### src/tws_pkg.sv
// Shared types and constants for the three-wire SPI register/FIFO master.
// Used by tws_front, tws_back and the top level; depends on nothing.
package tws_pkg;

  // Command opcodes carried in the input word
  localparam logic [1:0] OP_REG_WR   = 2'd0;
  localparam logic [1:0] OP_REG_RD   = 2'd1;
  localparam logic [1:0] OP_FIFO_WR  = 2'd2;
  // Undefined opcode: never starts a transfer
  localparam logic [1:0] OP_RESERVED = 2'd3;

  // Configuration register indexes
  localparam logic CFG_IDX_HALF = 1'b0;
  localparam logic CFG_IDX_GAP  = 1'b1;

  localparam logic [7:0] HALF_PERIOD_RESET = 8'd4;
  localparam logic [7:0] FIFO_GAP_RESET    = 8'd10;

  // Address framing: read flag in bit 7 of the address byte
  localparam logic [6:0] ADDR_MASK = 7'h7f;
  localparam logic [7:0] READ_FLAG = 8'h80;

  // Last half-bit index: 32 halves for a register frame, 16 for a FIFO byte
  localparam logic [4:0] LAST_HALF_REG  = 5'd31;
  localparam logic [4:0] LAST_HALF_FIFO = 5'd15;

  // Depth of the queues on either side of the sequencer
  localparam int QUEUE_DEPTH = 2;

  typedef enum logic [1:0] {
    PH_IDLE,
    PH_SHIFT,
    PH_HOLD,
    PH_RELEASE
  } phase_t;

  typedef struct packed {
    logic       cmd_valid;
    logic [1:0] opcode;
    logic [6:0] reg_address;
    logic [7:0] write_byte;
    logic       sdio_in;
  } in_item_t;

  typedef struct packed {
    logic       reg_select_n;
    logic       fifo_select_n;
    logic       serial_clock;
    logic       sdio_out;
    logic       sdio_drive;
    logic       busy_res;
    logic [7:0] read_byte;
    logic       read_valid;
  } out_item_t;

  // Classified tick as handed from front to back
  typedef struct packed {
    logic        start;    // a legal command is offered
    logic [1:0]  op;
    logic [15:0] frame;    // bits to shift out, MSB first
    logic        sdio_in;
  } cmd_t;

  typedef struct packed {
    logic [7:0] half_period_ticks;
    logic [7:0] fifo_gap_ticks;
  } cfg_t;

endpackage

### src/three_wire_spi_register_fifo_master_unit.sv
// Top level of the three-wire SPI master with register and FIFO selects.
// Holds the configuration registers and joins tws_front and tws_back; uses tws_pkg.
//
//   channel  ports                          word
//   input    in_push / in_full / in_item    one tick: command fields and sdio_in
//   result   out_pop / out_empty / out_item pin levels of that tick, read status
//   config   cfg_we / cfg_index / cfg_wdata half period (0), FIFO gap (1)
//
// One input word is taken every cycle while in_full is low; each gives one
// result word, which passes through the input queue and then the result
// queue to the out_ ports. The sequencer steps once a cycle while its input
// queue holds a word and the result queue has room.
// Reset (rst_n, synchronous) empties both queues and sets the sequencer idle.
// A stalled result side fills the result queue, then the input queue, then full.
module three_wire_spi_register_fifo_master_unit #(
  parameter int QUEUE_DEPTH = tws_pkg::QUEUE_DEPTH
) (
  input  logic               clk,
  input  logic               rst_n,
  input  logic               in_push,
  output logic               in_full,
  input  tws_pkg::in_item_t  in_item,
  output logic               out_empty,
  input  logic               out_pop,
  output tws_pkg::out_item_t out_item,
  input  logic               cfg_we,
  input  logic               cfg_index,
  input  logic [7:0]         cfg_wdata
);

  tws_pkg::cfg_t cfg_r;
  tws_pkg::cmd_t q_cmd;
  logic          q_valid;
  logic          deq;

  // Configuration registers
  always_ff @(posedge clk) begin
    if (!rst_n) begin
      cfg_r.half_period_ticks <= tws_pkg::HALF_PERIOD_RESET;
      cfg_r.fifo_gap_ticks    <= tws_pkg::FIFO_GAP_RESET;
    end else if (cfg_we) begin
      unique case (cfg_index)
        tws_pkg::CFG_IDX_HALF: cfg_r.half_period_ticks <= cfg_wdata;
        tws_pkg::CFG_IDX_GAP:  cfg_r.fifo_gap_ticks    <= cfg_wdata;
        default:               cfg_r <= cfg_r;
      endcase
    end
  end

  tws_front #(
    .DEPTH (QUEUE_DEPTH)
  ) u_front (
    .clk     (clk),
    .rst_n   (rst_n),
    .in_push (in_push),
    .in_full (in_full),
    .in_item (in_item),
    .deq     (deq),
    .q_valid (q_valid),
    .q_cmd   (q_cmd)
  );

  tws_back #(
    .DEPTH (QUEUE_DEPTH)
  ) u_back (
    .clk       (clk),
    .rst_n     (rst_n),
    .cfg       (cfg_r),
    .q_valid   (q_valid),
    .q_cmd     (q_cmd),
    .deq       (deq),
    .out_empty (out_empty),
    .out_pop   (out_pop),
    .out_item  (out_item)
  );

  // Never both selects low
  a_one_select: assert property (@(posedge clk) disable iff (!rst_n)
    !out_empty |-> (out_item.reg_select_n || out_item.fifo_select_n))
    else $error("both selects low");

  // Idle word: selects high, clock low
  a_idle_pins: assert property (@(posedge clk) disable iff (!rst_n)
    (!out_empty && !out_item.busy_res) |->
      (out_item.reg_select_n && out_item.fifo_select_n && !out_item.serial_clock))
    else $error("pins not idle while not busy");

  // Line released only inside a register read
  a_turnaround: assert property (@(posedge clk) disable iff (!rst_n)
    (!out_empty && !out_item.sdio_drive) |->
      (!out_item.reg_select_n && out_item.busy_res && !out_item.sdio_out))
    else $error("data line released outside a register read");

endmodule

### src/tws_front.sv
// Front end: takes input words, decodes the command and builds the frame.
// Holds classified words in a short queue for tws_back; uses tws_pkg.
module tws_front #(
  parameter int DEPTH = tws_pkg::QUEUE_DEPTH
) (
  input  logic               clk,
  input  logic               rst_n,
  input  logic               in_push,
  output logic               in_full,
  input  tws_pkg::in_item_t  in_item,
  input  logic               deq,
  output logic               q_valid,
  output tws_pkg::cmd_t      q_cmd
);

  localparam int PW = (DEPTH > 1) ? $clog2(DEPTH) : 1;
  localparam int CW = $clog2(DEPTH + 1);

  tws_pkg::cmd_t   mem_r [DEPTH];
  logic [PW-1:0]   wr_ptr_r, wr_ptr_nxt;
  logic [PW-1:0]   rd_ptr_r, rd_ptr_nxt;
  logic [CW-1:0]   count_r, count_nxt;
  tws_pkg::cmd_t   cls;
  logic            push, pop;

  // Classify the incoming word and pre-form the shift frame
  always_comb begin
    cls.start   = in_item.cmd_valid && (in_item.opcode != tws_pkg::OP_RESERVED);
    cls.op      = in_item.opcode;
    cls.sdio_in = in_item.sdio_in;
    unique case (in_item.opcode)
      tws_pkg::OP_REG_WR:
        cls.frame = {1'b0, in_item.reg_address & tws_pkg::ADDR_MASK, in_item.write_byte};
      tws_pkg::OP_REG_RD:
        cls.frame = {{1'b0, in_item.reg_address} | tws_pkg::READ_FLAG, 8'h00};
      default:
        cls.frame = {in_item.write_byte, 8'h00};
    endcase
  end

  assign in_full = (count_r == CW'(DEPTH));
  assign q_valid = (count_r != '0);
  assign q_cmd   = mem_r[rd_ptr_r];
  assign push    = in_push && !in_full;
  assign pop     = deq && q_valid;

  // Advance pointers and count
  always_comb begin
    wr_ptr_nxt = wr_ptr_r;
    rd_ptr_nxt = rd_ptr_r;
    if (push) begin
      wr_ptr_nxt = (wr_ptr_r == PW'(DEPTH - 1)) ? '0 : wr_ptr_r + 1'b1;
    end
    if (pop) begin
      rd_ptr_nxt = (rd_ptr_r == PW'(DEPTH - 1)) ? '0 : rd_ptr_r + 1'b1;
    end
    count_nxt = count_r + CW'(push) - CW'(pop);
  end

  always_ff @(posedge clk) begin
    if (!rst_n) begin
      wr_ptr_r <= '0;
      rd_ptr_r <= '0;
      count_r  <= '0;
    end else begin
      wr_ptr_r <= wr_ptr_nxt;
      rd_ptr_r <= rd_ptr_nxt;
      count_r  <= count_nxt;
    end
  end

  // Store the classified word
  always_ff @(posedge clk) begin
    if (push) begin
      mem_r[wr_ptr_r] <= cls;
    end
  end

endmodule

### src/tws_back.sv
// Back end: the pin sequencer, one tick per queued word, and the result queue.
// Takes classified words from tws_front and configuration from the top; uses tws_pkg.
module tws_back #(
  parameter int DEPTH = tws_pkg::QUEUE_DEPTH
) (
  input  logic               clk,
  input  logic               rst_n,
  input  tws_pkg::cfg_t      cfg,
  input  logic               q_valid,
  input  tws_pkg::cmd_t      q_cmd,
  output logic               deq,
  output logic               out_empty,
  input  logic               out_pop,
  output tws_pkg::out_item_t out_item
);

  localparam int PW = (DEPTH > 1) ? $clog2(DEPTH) : 1;
  localparam int CW = $clog2(DEPTH + 1);

  // Sequencer state
  tws_pkg::phase_t phase_r, phase_nxt;
  logic [4:0]      bc_r, bc_nxt;
  logic [15:0]     shift_r, shift_nxt;
  logic [7:0]      in_shift_r, in_shift_nxt;
  logic [7:0]      td_r, td_nxt;
  logic [1:0]      op_r, op_nxt;
  logic            rd_done_r, rd_done_nxt;

  // State as seen during this tick, after a possible command start
  tws_pkg::phase_t ph;
  logic [1:0]      op;
  logic [15:0]     frame;
  logic [4:0]      bc;
  logic [7:0]      td;

  logic [7:0]      h;
  logic [8:0]      td_inc;
  logic            tick_end;
  logic            gap_end;
  logic            read_phase;
  logic [7:0]      stage_len;
  logic [4:0]      last_half;
  logic            step;

  tws_pkg::out_item_t res;

  // Result queue
  tws_pkg::out_item_t omem_r [DEPTH];
  logic [PW-1:0]      owr_r, owr_nxt;
  logic [PW-1:0]      ord_r, ord_nxt;
  logic [CW-1:0]      ocnt_r, ocnt_nxt;
  logic               opop;

  assign step = q_valid && (ocnt_r != CW'(DEPTH));
  assign deq  = step;

  // Start a command when idle
  always_comb begin
    ph    = phase_r;
    op    = op_r;
    frame = shift_r;
    bc    = bc_r;
    td    = td_r;
    if (phase_r == tws_pkg::PH_IDLE && q_cmd.start) begin
      ph    = tws_pkg::PH_SHIFT;
      op    = q_cmd.op;
      frame = q_cmd.frame;
      bc    = '0;
      td    = '0;
    end
  end

  assign h          = (cfg.half_period_ticks == 8'd0) ? 8'd1 : cfg.half_period_ticks;
  assign td_inc     = {1'b0, td} + 9'd1;
  assign tick_end   = (td_inc >= {1'b0, h});
  assign stage_len  = (op == tws_pkg::OP_FIFO_WR) ? cfg.fifo_gap_ticks : h;
  assign gap_end    = (td_inc >= {1'b0, stage_len});
  assign read_phase = (op == tws_pkg::OP_REG_RD) && bc[4];
  assign last_half  = (op == tws_pkg::OP_FIFO_WR) ? tws_pkg::LAST_HALF_FIFO
                                                  : tws_pkg::LAST_HALF_REG;

  // Drive pin levels for this tick
  always_comb begin
    res.busy_res      = (ph != tws_pkg::PH_IDLE);
    res.reg_select_n  = !(res.busy_res && op != tws_pkg::OP_FIFO_WR);
    res.fifo_select_n = !(res.busy_res && op == tws_pkg::OP_FIFO_WR &&
                          ph != tws_pkg::PH_RELEASE);
    res.serial_clock  = 1'b0;
    res.sdio_out      = 1'b0;
    res.sdio_drive    = 1'b1;
    if (ph == tws_pkg::PH_SHIFT) begin
      res.serial_clock = bc[0];
      if (read_phase) begin
        res.sdio_drive = 1'b0;
      end else begin
        res.sdio_out = frame[4'd15 - bc[4:1]];
      end
    end
    res.read_byte  = in_shift_nxt;
    res.read_valid = rd_done_r;
  end

  // Next state of the sequencer
  always_comb begin
    phase_nxt    = ph;
    op_nxt       = op;
    shift_nxt    = frame;
    bc_nxt       = bc;
    td_nxt       = td;
    in_shift_nxt = in_shift_r;
    rd_done_nxt  = 1'b0;
    unique case (ph)
      tws_pkg::PH_SHIFT: begin
        if (read_phase && bc[0] && tick_end) begin
          in_shift_nxt = {in_shift_r[6:0], q_cmd.sdio_in};
        end
        if (tick_end) begin
          td_nxt = '0;
          if (bc >= last_half) begin
            bc_nxt = '0;
            if (op == tws_pkg::OP_REG_RD) begin
              phase_nxt   = tws_pkg::PH_IDLE;
              rd_done_nxt = 1'b1;
            end else if (op == tws_pkg::OP_FIFO_WR && cfg.fifo_gap_ticks == 8'd0) begin
              phase_nxt = tws_pkg::PH_IDLE;
            end else begin
              phase_nxt = tws_pkg::PH_HOLD;
            end
          end else begin
            bc_nxt = bc + 5'd1;
          end
        end else begin
          td_nxt = td_inc[7:0];
        end
      end
      tws_pkg::PH_HOLD, tws_pkg::PH_RELEASE: begin
        if (gap_end) begin
          td_nxt = '0;
          if (ph == tws_pkg::PH_HOLD && op == tws_pkg::OP_FIFO_WR &&
              cfg.fifo_gap_ticks != 8'd0) begin
            phase_nxt = tws_pkg::PH_RELEASE;
          end else begin
            phase_nxt = tws_pkg::PH_IDLE;
            bc_nxt    = '0;
          end
        end else begin
          td_nxt = td_inc[7:0];
        end
      end
      default: begin
        bc_nxt = bc;
      end
    endcase
  end

  always_ff @(posedge clk) begin
    if (!rst_n) begin
      phase_r    <= tws_pkg::PH_IDLE;
      bc_r       <= '0;
      shift_r    <= '0;
      in_shift_r <= '0;
      td_r       <= '0;
      op_r       <= '0;
      rd_done_r  <= 1'b0;
    end else if (step) begin
      phase_r    <= phase_nxt;
      bc_r       <= bc_nxt;
      shift_r    <= shift_nxt;
      in_shift_r <= in_shift_nxt;
      td_r       <= td_nxt;
      op_r       <= op_nxt;
      rd_done_r  <= rd_done_nxt;
    end
  end

  // Result queue: push each tick's pin word, pop on request
  assign out_empty = (ocnt_r == '0);
  assign out_item  = omem_r[ord_r];
  assign opop      = out_pop && !out_empty;

  always_comb begin
    owr_nxt = owr_r;
    ord_nxt = ord_r;
    if (step) begin
      owr_nxt = (owr_r == PW'(DEPTH - 1)) ? '0 : owr_r + 1'b1;
    end
    if (opop) begin
      ord_nxt = (ord_r == PW'(DEPTH - 1)) ? '0 : ord_r + 1'b1;
    end
    ocnt_nxt = ocnt_r + CW'(step) - CW'(opop);
  end

  always_ff @(posedge clk) begin
    if (!rst_n) begin
      owr_r  <= '0;
      ord_r  <= '0;
      ocnt_r <= '0;
    end else begin
      owr_r  <= owr_nxt;
      ord_r  <= ord_nxt;
      ocnt_r <= ocnt_nxt;
    end
  end

  always_ff @(posedge clk) begin
    if (step) begin
      omem_r[owr_r] <= res;
    end
  end

endmodule

### config.mk
export PLATFORM = sky130hd
export DESIGN_NAME = three_wire_spi_register_fifo_master_unit
export DESIGN_NICKNAME = d
export VERILOG_FILES = /design/src/tws_pkg.sv /design/src/three_wire_spi_register_fifo_master_unit.sv /design/src/tws_front.sv /design/src/tws_back.sv
export SDC_FILE = /design/constraint.sdc
export NUM_CORES = 1
export LEC_CHECK = 0
export BUFFER_PORTS_ARGS = -buffer_cell sky130_fd_sc_hd__buf_4
export CORE_ASPECT_RATIO = 1.4
export CORE_UTILIZATION = 54
export CTS_CLUSTER_DIAMETER = 100
export DETAILED_ROUTE_END_ITERATION = 10
export GPL_TIMING_DRIVEN = 0
export PLACE_DENSITY = 0.76
export SLEW_MARGIN = 10
export SYNTH_ARGS = -nofsm -noshare
export SYNTH_HDL_FRONTEND = slang
export SYNTH_SLANG_ARGS = --single-unit
### constraint.sdc
create_clock -name clk -period 4 [get_ports clk]
set_input_delay 0.4 -clock clk [delete_from_list [all_inputs] [get_ports clk]]
set_output_delay 0.4 -clock clk [all_outputs]
set_load 0.02 [all_outputs]
==> flow_metrics.env, run 1 <==
export IMPL_status="finished, final reports clean"
export IMPL_routed_wl_mm=14.5
export IMPL_h_tree_depth=4
export IMPL_syn_area_mm2=0.00645
export IMPL_clkTransAtPathRegs_ps=60
export IMPL_synth_commonest_cells="edfxtp_1 (70), nor2_1 (69), dfxtp_1 (68)"
export IMPL_yosysWarnings=0
export IMPL_hold_path_class="input pin to flop"
export IMPL_critPathLaunchType="flop"
export IMPL_yosysUniqueCellTypes=60
export IMPL_synth_async_sr_flop_share_pct=0
export IMPL_power_share_clock_pct=29.9
export IMPL_tightest_slew_ps=941
export IMPL_hold_start="in_item[0]"
export IMPL_grt_pass1_vias=4935
export IMPL_synth_ff_type="edfxtp_1"
export IMPL_syn_inst=591
export IMPL_ant_nets=0
export IMPL_syn_to_final_growth_pct=20.1
export IMPL_critPathKind="flop to flop"
export IMPL_antenna_found_initial=0
export IMPL_finalSetupViolCount=0
export IMPL_die_w_um=94.4
export IMPL_final_max_slew_viol_count=0
export IMPL_synthAdderAreaFrac_pct=4.46
export IMPL_reg2regPathDepth=19
export IMPL_min_period_ps=3840
export IMPL_clock_latency_ps=430
export IMPL_core_area_mm2=0.0115
export IMPL_muxShareOfSynthArea_pct=11.7
export IMPL_cts_sinks=138
export IMPL_gr_total_overflow=0
export IMPL_viasPerCell=5.80
export IMPL_synth_area_leaders="edfxtp_1 (33%), dfxtp_1 (21%), mux2_2 (5.9%)"
export IMPL_synth_compound_area_share_pct=11.0
export IMPL_avgSynthCellArea_um2=10.9
export IMPL_multi_input_area_mm2=0.00282
export IMPL_drc=0
export IMPL_io_pins=50
export IMPL_cpPeakStageDelay_ps=340
export IMPL_critPathSlowestCell="a221o_1"
export IMPL_swShare_pct=33.3
export IMPL_track_usage_pct=24.3
export IMPL_row_count=46
export IMPL_preCtsSetupSlack_ps=-381
export IMPL_slew_headroom_pct=37.3
export IMPL_p_int_mw=3.51
export IMPL_wl_per_cell_um=17.5
export IMPL_drv_cap=0
export IMPL_synth_top_family_by_area="simple AND/OR/NAND/NOR gates"
export IMPL_dpl_cell_area_mm2=0.00701
export IMPL_path_cells="buf_6, mux2_4, nand2_8, buf_8, and2_1, ha_2, nand3_1, nor2_1, xnor2_1, nor2_2, ha_1, a21o_1, a221o_1, a21oi_2, and2_1, buf_6, nor3_4, buf_12, mux2_2"
export IMPL_seq_area_mm2=0.00346
export IMPL_max_freq_ghz=0.260
export IMPL_hold_viol_final=0
export IMPL_cts_buffers=17
export IMPL_hpwl_mm=10.3
export IMPL_worstPathArrival_ps=4000
export IMPL_worst_path_max_fanout=8
export IMPL_place_congestion=0.947
export IMPL_synth_edf_count=70
export IMPL_dieArea_mm2=0.0124
export IMPL_synth_area_leader_cell="edfxtp_1"
export IMPL_start_util_pct=56.1
export IMPL_first_pass_iters=5
export IMPL_finalCritPeriodShare_pct=96.0
export IMPL_reg2reg_slack_ps=160
export IMPL_vias=4779
export IMPL_stdcell_area_mm2=0.00775
export IMPL_synth_xor_area_share_pct=1.90
export IMPL_cts_tree="done"
export IMPL_numPortBuffers=48
export IMPL_die_h_um=131
export IMPL_worst_hold_path_endpoint="u_front.mem_r[1][0]"
export IMPL_cts_buffer_depth=2
export IMPL_diodes=0
export IMPL_grt_pass1_wl_mm=22.9
export IMPL_yosys_area_share_simple_pct=14.0
export IMPL_worst_slack_ps=161
export IMPL_worstPathRequired_ps=4170
export IMPL_switchingPower_mw=1.76
export IMPL_synth_seq_area_share_pct=53.7
export IMPL_first_iter_violations=288
export IMPL_r2r_end="u_back.omem_r[1][5]"
export IMPL_drive_gt1_share_pct=21.9
export IMPL_cts_root_buf="clkbuf_16"
export IMPL_yosysMostFrequentCell="edfxtp_1"
export IMPL_fill_cells=872
export IMPL_synth_nets=647
export IMPL_ys_seq_elements=138
export IMPL_fin_skew_ps=12.0
export IMPL_grt_max_degree=21
export IMPL_power_density_mw_per_mm2=680
export IMPL_comb_power_share_pct=33.4
export IMPL_final_nets=724
export IMPL_cp_end_kind="flop"
export IMPL_yosys_area_top_type_share_pct=32.6
export IMPL_seqPwrFrac_pct=36.7
export IMPL_peakVddDrop_v=0.000399
export IMPL_rsz0062_at_grt="no"
export IMPL_leakagePower_nw=3.00
export IMPL_holdWs_ps=167
export IMPL_whs_path_depth=1
==> how the worst max path moves through the flow <==
stage	slack [ps]	cells after the start	end	startpoint
after detailed placement	-380	17	u_back.omem_r[1][5]	flop
final	160	19	u_back.omem_r[1][5]	flop
after global placement	-300	17	u_back.omem_r[1][2]	flop
after global routing	30	19	u_back.omem_r[0][7]	flop
after floorplan	280	18	u_back.omem_r[0][1]	flop
after CTS	6	19	u_back.omem_r[1][5]	flop
==> timing repair <==
item	CTS	global route
gates resized for setup	7	5
pin swaps	1	6
setup buffers	2	7
endpoints found under the setup margin	37	38
hold buffers	0	0
==> area by class of cell <==
class                      count  area share, %
buffer                        31           1.91
clock buffer                  20           5.76
timing repair buffer          58           6.04
multi-input combinational    402           36.4
sequential                   138           44.7
tap                          144           2.32
clock inverter                11           1.92
inverter                      20          0.969
==> logic make-up after synthesis <==
kind of cell    Yosys count
buf+inv                  51
xor+xnor                 14
flops                   138
simple gates            194
fa+ha+maj                23
mux                      67
compound gates          104
==> flip-flops by register name (all words and copies together), names as in the netlist, 2 cells and up, named ones only <==
register and count:
u_back.phase_r 2, u_back.in_shift_r 8, u_back.ocnt_r 2, u_back.shift_r 16, u_back.bc_r 5, u_front.count_r 2, u_back.omem_r 30, cfg_r 16
u_front.mem_r 40, u_back.op_r 2, u_back.td_r 8
==> placed cells by master, fill, tap and decap left out, drive strengths merged, types with 3 or more instances in the layout <==
cell / netlist / routed
clkinvlp: 0 / 3
o21ai: 12 / 12
nor3: 4 / 4
a21o: 3 / 3
edfxtp: 70 / 70
dfxtp: 68 / 68
ha: 23 / 23
nand4: 4 / 4
nor2b: 7 / 7
mux4: 3 / 3
a32oi: 3 / 3
a31oi: 3 / 3
nand3: 19 / 19
xor2: 7 / 7
o211ai: 4 / 4
nor2: 71 / 71
o22ai: 5 / 5
a21oi: 28 / 28
bufinv: 0 / 3
clkinv: 1 / 6
clkbuf: 21 / 40
and3: 3 / 3
nand2b: 3 / 3
a211oi: 23 / 23
inv: 19 / 19
nand2: 56 / 56
xnor2: 7 / 7
buf: 10 / 69
o41ai: 6 / 6
mux2i: 29 / 29
mux2: 35 / 35
and2: 18 / 18
==> routing by layer <==
metal / up-vias / part of all wire, % / track usage (%)
li1: 2298 / - / -
met1: 2337 / 38 / 24.2
met2: 114 / 56 / 44.7
met3: 30 / 3.0 / 4.98
met4: 0 / 2.7 / 14.1
met5: - / 0 / 0
==> power by group through the flow <==
stage | Sequential (mW) | Clock, mW | Combinational [mW]
2_1_floorplan | 1.92 | 0 | 1.17
3_3_place_gp | 1.95 | 0 | 1.59
3_5_place_dp | 1.96 | 0 | 1.66
4_1_cts | 1.94 | 1.59 | 1.70
5_1_grt | 1.96 | 1.64 | 1.91
6_report | 1.94 | 1.58 | 1.76
==> worst max-delay path, delay by kind of cell, from the launching register on <==
kind,cells,cell delay (ps)
AND/OR/NAND/NOR,7,790
AO/OA/AOI/OAI,3,660
multiplexers,2,610
adder cells (fa/ha/maj),2,520
buffers and inverters,4,500
flip-flops,1,330
XOR/XNOR,1,180
==> stage by stage <==
stage / cells / power [mW] / TNS, ps / utilization [%]
6_report: 824 / 5.27 / 0 / 67.3
4_1_cts: 817 / 5.23 / 0 / 66.6
5_1_grt: 824 / 5.52 / 0 / 67.3
3_5_place_dp: 784 / 3.62 / -7630 / 60.9
2_1_floorplan: 591 / 3.09 / 0 / -
3_3_place_gp: 783 / 3.53 / -5190 / 60.8
Power figures use the tool's default switching activity.
==> inputs of run 2 (changes only) <==
- ABC_AREA: default -> 1
- CORE_UTILIZATION: 54 -> 65
- PLACE_DENSITY: 0.76 -> 0.85
- clock period: 4 -> 4.95 ns (I/O delays scaled with it)
==> run 2 against run 1 <==
Critical endpoint is now u_back.in_shift_r[3]. Combinational power rose by 24%. Wire length up 9.0%. Die area down 13%. Register-to-register slack better by 400 ps. Via count up 15%. Final area rose by 2.2%. Area after synthesis grew 4.1%. Non-clock buffer count fell by 11. Clock skew grew 0.61 ps.
==> flow_metrics.env, run 2 <==
export IMPL_synth_async_sr_flop_share_pct=0
export IMPL_grt_max_degree=18
export IMPL_top_regs="u_front.mem_r: 40 flops, u_back.omem_r: 30 flops"
export IMPL_fin_skew_ps=12.6
export IMPL_tightest_slew_ps=825
export IMPL_cts_tree="done"
export IMPL_cp_end_kind="flop"
export IMPL_switchingPower_mw=2.12
export IMPL_syn_area_mm2=0.00672
export IMPL_grt_use_met3_pct=5.78
export IMPL_synth_ff_type="edfxtp_1"
export IMPL_yosysWarnings=0
export IMPL_layout_common_cells="nand2_1 (131), inv_1 (96), nor2_1 (78), edfxtp_1 (70), dfxtp_1 (68)"
export IMPL_avgSynthCellArea_um2=8.90
export IMPL_final_max_slew_viol_count=0
export IMPL_track_usage_pct=30.8
export IMPL_met1_usage_pct=32.6
export IMPL_multi_input_area_mm2=0.00275
export IMPL_top_register="u_front.mem_r"
export IMPL_synth_nets=811
export IMPL_io_pins=50
export IMPL_power_share_clock_pct=25.3
export IMPL_power_density_mw_per_mm2=669
export IMPL_cts_buffers=17
export IMPL_cts_buffer_depth=2
export IMPL_place_congestion=0.943
export IMPL_viasPerCell=5.64
export IMPL_drc=0
export IMPL_syn_to_final_growth_pct=17.8
export IMPL_peakVddDrop_v=0.000332
export IMPL_synth_area_leader_cell="edfxtp_1"
export IMPL_worstPathArrival_ps=4690
export IMPL_holdWs_ps=263
export IMPL_swShare_pct=40.0
export IMPL_drv_cap=0
export IMPL_grt_pass1_wl_mm=24.7
export IMPL_grt_pass1_vias=5273
export IMPL_rsz0062_at_grt="no"
export IMPL_synth_compound_area_share_pct=13.9
export IMPL_worstPathRequired_ps=5260
export IMPL_synth_xor_area_share_pct=0.912
export IMPL_numPortBuffers=49
export IMPL_comb_power_share_pct=41.4
export IMPL_die_w_um=87.9
export IMPL_syn_inst=755
export IMPL_muxShareOfSynthArea_pct=3.41
export IMPL_drive_gt1_share_pct=18.3
export IMPL_final_setup_tns_ps=0
export IMPL_core_area_mm2=0.00995
export IMPL_p_int_mw=3.18
export IMPL_synth_top_family_by_area="simple AND/OR/NAND/NOR gates"
export IMPL_clock_latency_ps=420
export IMPL_row_count=43
export IMPL_leakagePower_nw=3.43
export IMPL_hold_path_class="input pin to flop"
export IMPL_routed_wl_mm=15.8
export IMPL_cts_resized=0
export IMPL_slew_headroom_pct=44.9
export IMPL_synth_area_leaders="edfxtp_1 (31%), dfxtp_1 (20%), nand2_1 (7.3%)"
export IMPL_busiest_layer="met2"
export IMPL_antenna_found_initial=0
export IMPL_holdBufCountCts=0
export IMPL_clkTransAtPathRegs_ps=60
export IMPL_final_common_cell="nand2_1"
export IMPL_gr_total_overflow=0
export IMPL_min_period_ps=4390
export IMPL_h_tree_depth=4
export IMPL_yosysUniqueCellTypes=43
export IMPL_diodes=0
export IMPL_start_util_pct=67.5
export IMPL_synthAdderAreaFrac_pct=4.28
export IMPL_grt_util_met2_pct=56.0
export IMPL_cts_sinks=138
export IMPL_fill_cells=666
export IMPL_hold_viol_final=0
export IMPL_max_freq_ghz=0.228
export IMPL_first_pass_iters=5
export IMPL_synth_seq_area_share_pct=51.5
export IMPL_largest_reg_flops=40
export IMPL_yosys_area_top_type_share_pct=31.3
export IMPL_postCtsSetupBuffers=0
export IMPL_ys_seq_elements=138
export IMPL_vias=5485
export IMPL_critPathKind="flop to flop"
export IMPL_dieArea_mm2=0.0108
export IMPL_seqPwrFrac_pct=33.3
export IMPL_hpwl_mm=11.4
export IMPL_finalSetupViolCount=0
export IMPL_seq_area_mm2=0.00346
export IMPL_die_h_um=122
export IMPL_first_iter_violations=420
export IMPL_worst_path_max_fanout=10
export IMPL_yosysMostFrequentCell="nand2_1"
export IMPL_finalCritPeriodShare_pct=88.6
export IMPL_ant_nets=0
export IMPL_yosys_area_share_simple_pct=18.3
export IMPL_synth_edf_count=70
export IMPL_final_util_pct=79.6
export IMPL_final_nets=881
export IMPL_cts_root_buf="clkbuf_16"
export IMPL_critPathLaunchType="flop"
export IMPL_status="finished, final reports clean"
export IMPL_synth_commonest_cells="nand2_1 (131), inv_1 (96), nor2_1 (82)"
export IMPL_wl_per_cell_um=16.2
==> run 2: cell count changes in the layout (fill, tap and decap cells not counted), moves of 17 or more <==
cell      delta
and2_1      -17
mux2i_1     -23
a21oi_1     +31
a211oi_1    -17
nand3_1     +17
inv_1       +79
o21ai_0     +31
o21ai_2     +17
nand2_1     +76
mux2_2      -19
==> run 2: worst paths after layout <==
kind / endpoint / startpoint / cells past startpoint / slack (ps)
min reg2reg: u_front.rd_ptr_r / u_front.rd_ptr_r / 1 / 460
max reg2reg: u_back.in_shift_r[3] / u_back.phase_r[1] / 24 / 560
min: u_front.mem_r[1][0] / in_item[0] / 1 / 260
max: u_back.in_shift_r[3] / u_back.phase_r[1] / 24 / 560
==> run 2: critical path: stages, from the launching register on <==
cell,delay (ps)
dfxtp_1,460
nor2_4,110
nand3_4,140
inv_2,60
clkbuf_1,260
nor2_1,370
ha_1,260
nand3_1,100
nor2_2,160
nand3_1,110
xor2_1,390
ha_1,340
nand2_1,70
nand2_1,40
a21oi_1,120
nand2_1,70
a21oi_1,280
nand2_4,150
inv_2,110
nor2_4,40
nand2_4,130
buf_6,200
o21ai_2,110
o21ai_2,120
inv_1,50
==> run 2: routing by layer <==
metal / wire length (um) / vias to the layer above
li1: - / 2685
met1: 5830 / 2534
met2: 8410 / 206
met3: 779 / 60
met4: 744 / 0
met5: 0 / -
==> run 2: kinds of logic after synthesis <==
| group | Yosys count |
|---|---|
| AOI/OAI and AO/OA | 154 |
| xor gates and xnor gates | 7 |
| adders and majority gates | 23 |
| buffers and inverters | 130 |
| DFF | 138 |
| muxes | 21 |
| and+or+nand+nor | 282 |
==> run 2: area by class of cell <==
type | instances | area share [%]
sequential | 138 | 43.7
multi-input combinational | 487 | 34.8
clock buffer | 18 | 5.42
timing repair buffer | 51 | 5.02
inverter | 103 | 4.88
clock inverter | 13 | 2.43
tap | 135 | 2.13
buffer | 27 | 1.60
==> run 2: power by group through the flow <==
stage	clock, mW	sequential, mW	combinational, mW
after floorplan	0	1.73	1.56
after global placement	0	1.76	2.07
after detailed placement	0	1.78	2.15
after CTS	1.34	1.76	2.18
after global routing	1.39	1.80	2.42
final	1.34	1.76	2.19
==> run 2: through the flow <==
step / setup slack [ps] / std cells / power (mW) / instance area [um2]
2_1_floorplan: 1630 / 755 / 3.29 / 6720
3_3_place_gp: 687 / 939 / 3.83 / 7260
3_5_place_dp: 621 / 941 / 3.93 / 7290
4_1_cts: 610 / 972 / 5.28 / 7910
5_1_grt: 326 / 972 / 5.60 / 7920
6_report: 564 / 972 / 5.29 / 7920
